--- src/rtl/lsa_pkg.sv ---
// Shared types and constants for the latency statistics accumulator.
`timescale 1ns / 1ps

package lsa_pkg;

   localparam int LOSS_BITS  = 14;
   localparam int LOSS_SCALE = 10000;

   typedef enum logic [4:0] {
      ST_IDLE,
      ST_SQUARE,
      ST_ACCUM,
      ST_LOSS_GO,
      ST_LOSS_WAIT,
      ST_AVG_GO,
      ST_AVG_WAIT,
      ST_JIT_GO,
      ST_JIT_WAIT,
      ST_NQ_GO,
      ST_NQ_WAIT,
      ST_SS_GO,
      ST_SS_WAIT,
      ST_VAR_GO,
      ST_VAR_WAIT,
      ST_ROOT_GO,
      ST_ROOT_WAIT,
      ST_PUBLISH
   } state_type;

   typedef enum logic [1:0] {
      DIV_LOSS,
      DIV_AVG,
      DIV_JIT,
      DIV_VAR
   } div_op_type;

   typedef enum logic {
      MUL_NQ,
      MUL_SS
   } mul_op_type;

   typedef struct packed {
      logic       take;
      logic       square;
      logic       accum;
      logic       div_start;
      div_op_type div_op;
      logic       mul_start;
      mul_op_type mul_op;
      logic       sqrt_start;
      logic       publish;
   } cmd_type;

   typedef struct packed {
      logic last;
      logic div_busy;
      logic mul_busy;
      logic sqrt_busy;
      logic rsp_busy;
   } status_type;

endpackage

--- src/rtl/latency_statistics_accumulator.sv ---
// Top level of the latency statistics accumulator.
//
// channel   direction  handshake               payload
// req       in         req_valid / req_ready   req_rtt_us, req_reply_ok, req_last_record
// rsp       out        rsp_valid / rsp_ready   rsp_received .. rsp_count_overflow
// csr       in         csr_write_enable        csr_write_data (expected total)
//
// A request without the last marker goes through the square and accumulate steps before ready.
// A closing request then runs the loss, average and jitter divisions, two multiplications, the
// variance division and the square root in turn; four passes of the bit-serial divider set most
// of the time taken.
// Reset is synchronous and clears all running statistics and the expected total.
// A waiting result does not block the next request; a second result stalls in
// the controller until the first is taken.
`timescale 1ns / 1ps

module latency_statistics_accumulator #(
   parameter int MAX_SAMPLES = 1024,
   parameter int RTT_BITS    = 26
) (
   input  logic                               clock,
   input  logic                               reset,
   input  logic                               req_valid,
   output logic                               req_ready,
   input  logic [RTT_BITS-1:0]                req_rtt_us,
   input  logic                               req_reply_ok,
   input  logic                               req_last_record,
   output logic                               rsp_valid,
   input  logic                               rsp_ready,
   output logic [$clog2(MAX_SAMPLES+1)-1:0]   rsp_received,
   output logic [$clog2(MAX_SAMPLES+1)-1:0]   rsp_sent,
   output logic [lsa_pkg::LOSS_BITS-1:0]      rsp_loss_hundredths,
   output logic [RTT_BITS-1:0]                rsp_min_rtt,
   output logic [RTT_BITS-1:0]                rsp_max_rtt,
   output logic [RTT_BITS-1:0]                rsp_avg_rtt,
   output logic [RTT_BITS-1:0]                rsp_stddev_rtt,
   output logic [RTT_BITS-1:0]                rsp_jitter_rtt,
   output logic                               rsp_has_samples,
   output logic                               rsp_count_overflow,
   input  logic                               csr_write_enable,
   input  logic [$clog2(MAX_SAMPLES+1)-1:0]   csr_write_data
);
   import lsa_pkg::*;

   cmd_type    cmd;
   status_type status;

   lsa_ctrl u_ctrl (
      .clock     (clock),
      .reset     (reset),
      .req_valid (req_valid),
      .req_ready (req_ready),
      .status    (status),
      .cmd       (cmd)
   );

   lsa_datapath #(
      .MAX_SAMPLES (MAX_SAMPLES),
      .RTT_BITS    (RTT_BITS)
   ) u_datapath (
      .clock               (clock),
      .reset               (reset),
      .cmd                 (cmd),
      .status              (status),
      .csr_write_enable    (csr_write_enable),
      .csr_write_data      (csr_write_data),
      .req_rtt_us          (req_rtt_us),
      .req_reply_ok        (req_reply_ok),
      .req_last_record     (req_last_record),
      .rsp_valid           (rsp_valid),
      .rsp_ready           (rsp_ready),
      .rsp_received        (rsp_received),
      .rsp_sent            (rsp_sent),
      .rsp_loss_hundredths (rsp_loss_hundredths),
      .rsp_min_rtt         (rsp_min_rtt),
      .rsp_max_rtt         (rsp_max_rtt),
      .rsp_avg_rtt         (rsp_avg_rtt),
      .rsp_stddev_rtt      (rsp_stddev_rtt),
      .rsp_jitter_rtt      (rsp_jitter_rtt),
      .rsp_has_samples     (rsp_has_samples),
      .rsp_count_overflow  (rsp_count_overflow)
   );

   a_received_le_sent: assert property (@(posedge clock) disable iff (reset)
      rsp_valid |-> rsp_received <= rsp_sent)
      else $error("received count exceeds sent count");

   a_min_le_max: assert property (@(posedge clock) disable iff (reset)
      rsp_valid |-> rsp_min_rtt <= rsp_max_rtt)
      else $error("minimum above maximum");

   a_loss_range: assert property (@(posedge clock) disable iff (reset)
      rsp_valid |-> rsp_loss_hundredths <= LOSS_BITS'(LOSS_SCALE))
      else $error("loss above one hundred percent");

   a_one_request: assert property (@(posedge clock) disable iff (reset)
      req_valid && req_ready |=> !req_ready)
      else $error("request accepted while previous one in progress");

endmodule

--- src/rtl/lsa_datapath.sv ---
// Datapath: running sums, serial divider, serial multiplier, serial root, result register.
`timescale 1ns / 1ps

module lsa_datapath #(
   parameter int MAX_SAMPLES = 1024,
   parameter int RTT_BITS    = 26
) (
   input  logic                               clock,
   input  logic                               reset,
   input  lsa_pkg::cmd_type                   cmd,
   output lsa_pkg::status_type                status,
   input  logic                               csr_write_enable,
   input  logic [$clog2(MAX_SAMPLES+1)-1:0]   csr_write_data,
   input  logic [RTT_BITS-1:0]                req_rtt_us,
   input  logic                               req_reply_ok,
   input  logic                               req_last_record,
   output logic                               rsp_valid,
   input  logic                               rsp_ready,
   output logic [$clog2(MAX_SAMPLES+1)-1:0]   rsp_received,
   output logic [$clog2(MAX_SAMPLES+1)-1:0]   rsp_sent,
   output logic [lsa_pkg::LOSS_BITS-1:0]      rsp_loss_hundredths,
   output logic [RTT_BITS-1:0]                rsp_min_rtt,
   output logic [RTT_BITS-1:0]                rsp_max_rtt,
   output logic [RTT_BITS-1:0]                rsp_avg_rtt,
   output logic [RTT_BITS-1:0]                rsp_stddev_rtt,
   output logic [RTT_BITS-1:0]                rsp_jitter_rtt,
   output logic                               rsp_has_samples,
   output logic                               rsp_count_overflow
);
   import lsa_pkg::*;

   localparam int CW  = $clog2(MAX_SAMPLES + 1);
   localparam int SW  = RTT_BITS + CW;
   localparam int QW  = 2 * RTT_BITS + CW;
   localparam int DW  = 2 * SW;
   localparam int DVW = 2 * CW;
   localparam int VW  = 2 * RTT_BITS;
   localparam int PW  = CW + LOSS_BITS;
   localparam int DCW = $clog2(DW + 1);
   localparam int RCW = $clog2(RTT_BITS + 1);

   // configuration
   logic [CW-1:0]       expected_ff;

   // request capture
   logic [RTT_BITS-1:0] rtt_ff;
   logic                ok_ff, last_ff;
   logic [VW-1:0]       square_ff;

   // running state
   logic [CW-1:0]       ok_count_ff, record_count_ff;
   logic [RTT_BITS-1:0] least_ff, greatest_ff, previous_ff;
   logic [SW-1:0]       sum_ff, step_sum_ff;
   logic [QW-1:0]       square_sum_ff;
   logic                overflow_ff;

   // intermediate results
   logic [LOSS_BITS-1:0] loss_ff;
   logic [RTT_BITS-1:0]  avg_ff, jit_ff;
   logic [VW-1:0]        var_ff;
   logic [DW-1:0]        nq_ff, ss_ff;

   // divider
   logic             div_busy_ff;
   div_op_type       div_op_ff;
   logic [DW-1:0]    div_quot_ff;
   logic [DVW-1:0]   div_rem_ff, div_den_ff;
   logic [DCW-1:0]   div_count_ff;
   logic [DVW:0]     div_rem_sh;
   logic             div_ge;
   logic [DW-1:0]    div_quot_in;
   logic [DW-1:0]    div_num_sel;
   logic [DVW-1:0]   div_den_sel;

   // multiplier
   logic             mul_busy_ff;
   mul_op_type       mul_op_ff;
   logic [DW-1:0]    mul_cand_ff;
   logic [SW-1:0]    mul_plier_ff;

   // square root
   logic                sqrt_busy_ff;
   logic [VW-1:0]       sqrt_x_ff;
   logic [RTT_BITS:0]   sqrt_rem_ff;
   logic [RTT_BITS-1:0] sqrt_root_ff;
   logic [RCW-1:0]      sqrt_count_ff;
   logic [RTT_BITS+2:0] sqrt_rem_sh, sqrt_trial;
   logic                sqrt_ge;

   // output register
   logic                rsp_valid_ff;

   logic [CW-1:0]       denom;
   logic                loss_live;
   logic [PW-1:0]       loss_num;
   logic [RTT_BITS-1:0] step_abs;

   always_ff @(posedge clock) begin
      if (reset) begin
         expected_ff <= '0;
      end else if (csr_write_enable) begin
         expected_ff <= csr_write_data;
      end
   end

   always_ff @(posedge clock) begin
      if (cmd.take) begin
         rtt_ff  <= req_rtt_us;
         ok_ff   <= req_reply_ok;
         last_ff <= req_last_record;
      end
      if (cmd.square) begin
         square_ff <= VW'(rtt_ff) * VW'(rtt_ff);
      end
   end

   assign step_abs = (rtt_ff > previous_ff) ? rtt_ff - previous_ff : previous_ff - rtt_ff;

   always_ff @(posedge clock) begin
      if (reset || cmd.publish) begin
         ok_count_ff     <= '0;
         record_count_ff <= '0;
         least_ff        <= '1;
         greatest_ff     <= '0;
         sum_ff          <= '0;
         step_sum_ff     <= '0;
         square_sum_ff   <= '0;
         previous_ff     <= '0;
         overflow_ff     <= 1'b0;
      end else if (cmd.accum) begin
         if (record_count_ff >= CW'(MAX_SAMPLES)) begin
            overflow_ff <= 1'b1;
         end else begin
            record_count_ff <= record_count_ff + 1'b1;
            if (ok_ff) begin
               if (ok_count_ff != '0) begin
                  step_sum_ff <= step_sum_ff + SW'(step_abs);
               end
               ok_count_ff   <= ok_count_ff + 1'b1;
               sum_ff        <= sum_ff + SW'(rtt_ff);
               square_sum_ff <= square_sum_ff + QW'(square_ff);
               previous_ff   <= rtt_ff;
               if (rtt_ff < least_ff) begin
                  least_ff <= rtt_ff;
               end
               if (rtt_ff > greatest_ff) begin
                  greatest_ff <= rtt_ff;
               end
            end
         end
      end
   end

   // divider operand selection; zero divisors are steered to one and the
   // result is masked at publish (for loss the numerator is zeroed instead)
   assign denom     = (expected_ff != '0) ? expected_ff : record_count_ff;
   assign loss_live = (denom != '0) && (ok_count_ff < denom);
   assign loss_num  = PW'(LOSS_SCALE) * PW'(denom - ok_count_ff);

   always_comb begin
      div_num_sel = '0;
      div_den_sel = DVW'(1);
      case (cmd.div_op)
         DIV_LOSS: begin
            if (loss_live) begin
               div_num_sel = DW'(loss_num);
               div_den_sel = DVW'(denom);
            end
         end
         DIV_AVG: begin
            div_num_sel = DW'(sum_ff);
            if (ok_count_ff != '0) div_den_sel = DVW'(ok_count_ff);
         end
         DIV_JIT: begin
            div_num_sel = DW'(step_sum_ff);
            if (ok_count_ff > CW'(1)) div_den_sel = DVW'(ok_count_ff - 1'b1);
         end
         default: begin
            div_num_sel = nq_ff - ss_ff;
            if (ok_count_ff != '0) div_den_sel = DVW'(ok_count_ff) * DVW'(ok_count_ff);
         end
      endcase
   end

   assign div_rem_sh  = {div_rem_ff, div_quot_ff[DW-1]};
   assign div_ge      = div_rem_sh >= {1'b0, div_den_ff};
   assign div_quot_in = {div_quot_ff[DW-2:0], div_ge};

   always_ff @(posedge clock) begin
      if (reset) begin
         div_busy_ff <= 1'b0;
      end else if (cmd.div_start) begin
         div_busy_ff  <= 1'b1;
         div_op_ff    <= cmd.div_op;
         div_quot_ff  <= div_num_sel;
         div_den_ff   <= div_den_sel;
         div_rem_ff   <= '0;
         div_count_ff <= DCW'(DW);
      end else if (div_busy_ff) begin
         div_quot_ff  <= div_quot_in;
         div_rem_ff   <= div_ge ? DVW'(div_rem_sh - {1'b0, div_den_ff}) : DVW'(div_rem_sh);
         div_count_ff <= div_count_ff - 1'b1;
         if (div_count_ff == DCW'(1)) begin
            div_busy_ff <= 1'b0;
            case (div_op_ff)
               DIV_LOSS: loss_ff <= div_quot_in[LOSS_BITS-1:0];
               DIV_AVG:  avg_ff  <= div_quot_in[RTT_BITS-1:0];
               DIV_JIT:  jit_ff  <= div_quot_in[RTT_BITS-1:0];
               default:  var_ff  <= div_quot_in[VW-1:0];
            endcase
         end
      end
   end

   // shift-add multiplier, accumulating straight into the product register
   always_ff @(posedge clock) begin
      if (reset) begin
         mul_busy_ff <= 1'b0;
      end else if (cmd.mul_start) begin
         mul_busy_ff <= 1'b1;
         mul_op_ff   <= cmd.mul_op;
         if (cmd.mul_op == MUL_NQ) begin
            mul_cand_ff  <= DW'(square_sum_ff);
            mul_plier_ff <= SW'(ok_count_ff);
            nq_ff        <= '0;
         end else begin
            mul_cand_ff  <= DW'(sum_ff);
            mul_plier_ff <= sum_ff;
            ss_ff        <= '0;
         end
      end else if (mul_busy_ff) begin
         if (mul_plier_ff == '0) begin
            mul_busy_ff <= 1'b0;
         end else begin
            if (mul_plier_ff[0]) begin
               if (mul_op_ff == MUL_NQ) nq_ff <= nq_ff + mul_cand_ff;
               else                     ss_ff <= ss_ff + mul_cand_ff;
            end
            mul_cand_ff  <= {mul_cand_ff[DW-2:0], 1'b0};
            mul_plier_ff <= mul_plier_ff >> 1;
         end
      end
   end

   // digit-by-digit root, two radicand bits per cycle
   assign sqrt_rem_sh = {sqrt_rem_ff, sqrt_x_ff[VW-1 -: 2]};
   assign sqrt_trial  = (RTT_BITS+3)'({sqrt_root_ff, 2'b01});
   assign sqrt_ge     = sqrt_rem_sh >= sqrt_trial;

   always_ff @(posedge clock) begin
      if (reset) begin
         sqrt_busy_ff <= 1'b0;
      end else if (cmd.sqrt_start) begin
         sqrt_busy_ff  <= 1'b1;
         sqrt_x_ff     <= var_ff;
         sqrt_rem_ff   <= '0;
         sqrt_root_ff  <= '0;
         sqrt_count_ff <= RCW'(RTT_BITS);
      end else if (sqrt_busy_ff) begin
         sqrt_x_ff     <= {sqrt_x_ff[VW-3:0], 2'b00};
         sqrt_rem_ff   <= sqrt_ge ? (RTT_BITS+1)'(sqrt_rem_sh - sqrt_trial)
                                  : (RTT_BITS+1)'(sqrt_rem_sh);
         sqrt_root_ff  <= {sqrt_root_ff[RTT_BITS-2:0], sqrt_ge};
         sqrt_count_ff <= sqrt_count_ff - 1'b1;
         if (sqrt_count_ff == RCW'(1)) begin
            sqrt_busy_ff <= 1'b0;
         end
      end
   end

   always_ff @(posedge clock) begin
      if (reset) begin
         rsp_valid_ff <= 1'b0;
      end else if (cmd.publish) begin
         rsp_valid_ff <= 1'b1;
      end else if (rsp_ready) begin
         rsp_valid_ff <= 1'b0;
      end
   end

   always_ff @(posedge clock) begin
      if (cmd.publish) begin
         rsp_received        <= ok_count_ff;
         rsp_sent            <= record_count_ff;
         rsp_loss_hundredths <= loss_ff;
         rsp_has_samples     <= ok_count_ff != '0;
         rsp_count_overflow  <= overflow_ff;
         rsp_max_rtt         <= greatest_ff;
         if (ok_count_ff != '0) begin
            rsp_min_rtt    <= least_ff;
            rsp_avg_rtt    <= avg_ff;
            rsp_stddev_rtt <= sqrt_root_ff;
         end else begin
            rsp_min_rtt    <= '0;
            rsp_avg_rtt    <= '0;
            rsp_stddev_rtt <= '0;
         end
         rsp_jitter_rtt <= (ok_count_ff > CW'(1)) ? jit_ff : '0;
      end
   end

   assign rsp_valid        = rsp_valid_ff;
   assign status.last      = last_ff;
   assign status.div_busy  = div_busy_ff;
   assign status.mul_busy  = mul_busy_ff;
   assign status.sqrt_busy = sqrt_busy_ff;
   assign status.rsp_busy  = rsp_valid_ff && !rsp_ready;

endmodule

--- src/rtl/lsa_ctrl.sv ---
// Controller: sequences accumulation and the closing computations.
`timescale 1ns / 1ps

module lsa_ctrl (
   input  logic                clock,
   input  logic                reset,
   input  logic                req_valid,
   output logic                req_ready,
   input  lsa_pkg::status_type status,
   output lsa_pkg::cmd_type    cmd
);
   import lsa_pkg::*;

   state_type state_ff, state_in;

   always_ff @(posedge clock) begin
      if (reset) begin
         state_ff <= ST_IDLE;
      end else begin
         state_ff <= state_in;
      end
   end

   always_comb begin
      state_in = state_ff;
      unique case (state_ff)
         ST_IDLE:      if (req_valid) state_in = ST_SQUARE;
         ST_SQUARE:    state_in = ST_ACCUM;
         ST_ACCUM:     state_in = status.last ? ST_LOSS_GO : ST_IDLE;
         ST_LOSS_GO:   state_in = ST_LOSS_WAIT;
         ST_LOSS_WAIT: if (!status.div_busy) state_in = ST_AVG_GO;
         ST_AVG_GO:    state_in = ST_AVG_WAIT;
         ST_AVG_WAIT:  if (!status.div_busy) state_in = ST_JIT_GO;
         ST_JIT_GO:    state_in = ST_JIT_WAIT;
         ST_JIT_WAIT:  if (!status.div_busy) state_in = ST_NQ_GO;
         ST_NQ_GO:     state_in = ST_NQ_WAIT;
         ST_NQ_WAIT:   if (!status.mul_busy) state_in = ST_SS_GO;
         ST_SS_GO:     state_in = ST_SS_WAIT;
         ST_SS_WAIT:   if (!status.mul_busy) state_in = ST_VAR_GO;
         ST_VAR_GO:    state_in = ST_VAR_WAIT;
         ST_VAR_WAIT:  if (!status.div_busy) state_in = ST_ROOT_GO;
         ST_ROOT_GO:   state_in = ST_ROOT_WAIT;
         ST_ROOT_WAIT: if (!status.sqrt_busy) state_in = ST_PUBLISH;
         ST_PUBLISH:   if (!status.rsp_busy) state_in = ST_IDLE;
         default:      state_in = ST_IDLE;
      endcase
   end

   always_comb begin
      cmd        = '0;
      cmd.div_op = DIV_LOSS;
      cmd.mul_op = MUL_NQ;
      req_ready  = 1'b0;
      unique case (state_ff)
         ST_IDLE: begin
            req_ready = 1'b1;
            cmd.take  = req_valid;
         end
         ST_SQUARE:  cmd.square = 1'b1;
         ST_ACCUM:   cmd.accum  = 1'b1;
         ST_LOSS_GO: cmd.div_start = 1'b1;
         ST_AVG_GO: begin
            cmd.div_start = 1'b1;
            cmd.div_op    = DIV_AVG;
         end
         ST_JIT_GO: begin
            cmd.div_start = 1'b1;
            cmd.div_op    = DIV_JIT;
         end
         ST_NQ_GO:   cmd.mul_start = 1'b1;
         ST_SS_GO: begin
            cmd.mul_start = 1'b1;
            cmd.mul_op    = MUL_SS;
         end
         ST_VAR_GO: begin
            cmd.div_start = 1'b1;
            cmd.div_op    = DIV_VAR;
         end
         ST_ROOT_GO: cmd.sqrt_start = 1'b1;
         // hold until the result register frees up
         ST_PUBLISH: cmd.publish = !status.rsp_busy;
         default: ;
      endcase
   end

endmodule

--- config.mk ---
export PLATFORM = sky130hd
export DESIGN_NAME = latency_statistics_accumulator
export DESIGN_NICKNAME = d
export VERILOG_FILES = /design/src/rtl/lsa_pkg.sv /design/src/rtl/latency_statistics_accumulator.sv /design/src/rtl/lsa_datapath.sv /design/src/rtl/lsa_ctrl.sv
export SDC_FILE = /design/constraint.sdc
export NUM_CORES = 2
export LEC_CHECK = 0
export BUFFER_PORTS_ARGS = -buffer_cell sky130_fd_sc_hd__buf_2
export CORE_MARGIN = 3
export CORE_UTILIZATION = 44
export DETAILED_ROUTE_END_ITERATION = 8
export GPL_TIMING_DRIVEN = 0
export PLACE_DENSITY = 0.7
export SYNTH_ARGS = -nofsm -noshare
export SYNTH_HDL_FRONTEND = slang
export SYNTH_SLANG_ARGS = --single-unit
--- constraint.sdc ---
create_clock -name clock -period 11.8 [get_ports clock]
set_input_delay 2.36 -clock clock [delete_from_list [all_inputs] [get_ports clock]]
set_output_delay 2.36 -clock clock [all_outputs]
set_load 0.01 [all_outputs]
==> qor.csv <==
stage;metric;value;unit
status;outcome;finished with violations;
status;failed_checks;capacitance limit, slew limit;
drt;num_vias;72200;
grt;track_usage;26.8;%
grt;grt_pass1_vias;71500;
floorplanning;die_w;457;µm
sta;finalSetupViolations;0;
sta;min_period_over_period;88.5;%
floorplanning;ios;214;
worst_setup_path;cp_slowest_cell;edfxtp_1;
synth;syn-cell-area;89400;µm²
synth;synth_edf_count;862;
floorplanning;initial_core_util;44.5;%
grt;antenna_found_initial;10;
grt;grt-ovfl-total;0;
synth;netlist_top_cells_area;edfxtp_1 29%, fa_1 14%, ha_1 11%, dfxtp_1 5.8%, inv_1 4.8%;
placed_design;port_buffers;213;
synth;ys_ff_latch;1120;
sta;finalHoldViolCount;0;
worst_hold_path;min_from;u_datapath.loss_ff[13];
worst_setup_path;crit_start;u_datapath.rtt_ff[20];
floorplanning;dieArea;209000;µm²
drt;wl;284000;µm
drt;antenna_left;0;
clocking;clk_latency;0.81;ns
synth;syn_nets;10800;
worst_hold_path;hold_class;flop to flop;
placed_design;gp_congestion;1.01;
sta;fin_crit;10.44;ns
sta;worst_clock_skew;0.0551;ns
placed_design;dp_hpwl;224000;µm
cells_and_area;drive_above_1_share;5.82;%
clocking;hold_buffers;0;
worst_setup_path;crit_type;flop to flop;
synth;ys.flop_type;edfxtp_1;
worst_setup_path;reg2reg_to;u_datapath.square_ff[50];
clocking;cts_tree;built;
worst_setup_path;start_kind;flop;
worst_setup_path;setup.worst_path.end;u_datapath.square_ff[50];
synth;synth_area_leader_cell;edfxtp_1;
clocking;cts.reportedPaths.clkPinSlew;0.06;ns
synth;yosys_warnings;0;
worst_setup_path;worst_setup_path_end_kind;flop;
worst_setup_path;worstReg2RegStart;u_datapath.rtt_ff[20];
worst_setup_path;worstRegToRegCells;25;
synth;ys_types;106;
sta;grt_setup_unrepaired;false;
clocking;postCtsSetupBuffers;0;
worst_setup_path;critPathRequiredTime;12.30;ns
clocking;cts_resized;0;
drt;viasPerCell;5.76;
worst_setup_path;crit_fanout;11;
sta;relSlewSlack;-0.811;%
worst_setup_path;reg2reg_slack;1.36;ns
worst_setup_path;worstPathArrival;10.95;ns
synth;async_flop_share;0;%
sta;slew_viol_final;11;
grt;grt_max_degree;45;
floorplanning;core_region_area;201000;µm²
clocking;h-tree-depth;4;
synth;yosysSeqAreaShare;34.7;%
cells_and_area;synthToLayoutAreaGrowth;10.7;%
worst_setup_path;slowest_delay;1.19;ns
clocking;cts.sinks;1120;
worst_setup_path;crit_top_cell;fa_1;
clocking;clockBufferDepth;3;
cells_and_area;fin_cells;12500;
floorplanning;rows;164;
sta;tightest_slew;1.51;ns
clocking;clockRootBuffer;clkbuf_16;
floorplanning;dieHeight;457;µm
cells_and_area;layout.nets;11200;
drt;drt_iter0_markers;7114;
synth;syn_avg_cell_area;9.54;µm²
synth;synth_top_area_share;28.9;%
drt;firstDrtPassIters;8;
clocking;cts_made_buffers;131;
flow_run;maxCapViolations;1;
grt;grt_pass1_wl;431000;µm
synth;synthCells;9371;
drt;drc;0;
drt;wire_per_inst;22.7;µm
cells_and_area;fin_util;49.3;%
sta;fmax;95.8;MHz
placed_design;place_inst;12300;
## logic make-up after synthesis
group | Yosys count | share of synthesized area [%]
AND/OR/NAND/NOR | 2720 | 13.6
AO/OA/AOI/OAI | 2036 | 14.8
buffers and inverters | 1532 | 6.51
adder cells (fa/ha/maj) | 1400 | 24.7
flip-flops | 1120 | 34.7
XOR/XNOR | 457 | 4.48
multiplexers | 104 | 1.17
other | 2 | 0.00840
## cells in the mapped netlist, types with 61 or more instances
master and number:
o21a_1 61, and2_1 95, a21oi_1 669, inv_1 1147
nor2b_1 102, o21ai_0 355, o21bai_1 82, edfxtp_1 862
nor3_1 122, xor2_1 180, clkbuf_1 313, nor2_1 899
dfxtp_1 258, nand3_1 140, nand2_1 972, a21o_1 306
fa_1 615, mux2i_1 97, nand4_1 100, ha_1 785
xnor2_1 277
## layout by cell type, fill, tap and decap left out, types with 102 or more instances in the layout
cell type	synthesis	final
a21o_1	306	306
a21oi_1	669	669
buf_2	14	227
clkbuf_1	313	336
clkbuf_16	0	133
dfxtp_1	258	258
edfxtp_1	862	862
fa_1	615	615
ha_1	785	785
inv_1	1147	1147
nand2_1	972	972
nand3_1	140	140
nor2_1	899	893
nor2b_1	102	102
nor3_1	122	117
o21ai_0	355	355
xnor2_1	277	277
xor2_1	180	180
## critical path: cells and delay by family, from the launching register on
kind / cells / cell delay [ns]
simple gates: 1 / 0.52
compound gates: 11 / 2.76
fa+ha+maj: 8 / 3.94
xor+xnor: 1 / 0.12
flops: 1 / 1.19
buf+inv: 4 / 1.63
## layout make-up
| cell class | instances | area (µm²) |
|---|---|---|
| flip-flops and latches | 1120 | 31000 |
| fillers | 18400 | 102000 |
| inverters | 1162 | 4360 |
| multi-input cells | 6719 | 52600 |
| clock buffers | 165 | 3520 |
| clock inverters | 71 | 906 |
| well taps | 2656 | 3320 |
| repair buffers | 260 | 1750 |
| diodes | 8 | 20.0 |
| plain buffers | 370 | 1460 |
## how the worst min path moves through the flow
stage	end	slack, ns	cells past startpoint
2_1_floorplan	u_datapath.rsp_loss_hundredths[0]	0.40	0
3_3_place_gp	u_datapath.rsp_loss_hundredths[11]	0.40	0
3_5_place_dp	u_datapath.rsp_loss_hundredths[11]	0.41	0
4_1_cts	u_datapath.rsp_loss_hundredths[11]	0.42	0
5_1_grt	u_datapath.rsp_loss_hundredths[4]	0.43	0
6_report	u_datapath.rsp_loss_hundredths[13]	0.42	0
## stage by stage
step	instance area (µm²)	setup slack, ns	TNS, ns	hold slack (ns)
6_report	99000	1.36	0	0.420
5_1_grt	99000	1.17	0	0.433
4_1_cts	99000	1.57	0	0.421
3_5_place_dp	94600	1.60	0	0.405
3_3_place_gp	93800	-6.27	-1899.00	0.400
2_1_floorplan	89400	0.284	0	0.400
## routing by layer
layer	global-route usage [%]	routed length, µm	vias up
li1	-	-	33100
met3	5.14	24900	745
met5	0	61	-
met1	35.5	117000	35100
met2	41.7	125000	3268
met4	14.2	17300	8
## sequential cells by signal, indices dropped and copies added, names as in the netlist, 27 cells and up
signal / flops
u_datapath.div_quot_ff: 74
u_datapath.mul_cand_ff: 74
u_datapath.nq_ff: 74
u_datapath.ss_ff: 74
u_datapath.square_sum_ff: 63
u_datapath.sqrt_x_ff: 52
u_datapath.var_ff: 52
u_datapath.square_ff: 51
u_datapath.mul_plier_ff: 37
u_datapath.step_sum_ff: 37
u_datapath.sum_ff: 37
u_datapath.sqrt_rem_ff: 27
Power is left out: the tool's default activity adds up to more than one toggle a clock period on the data nets, which glitch-free logic cannot reach.
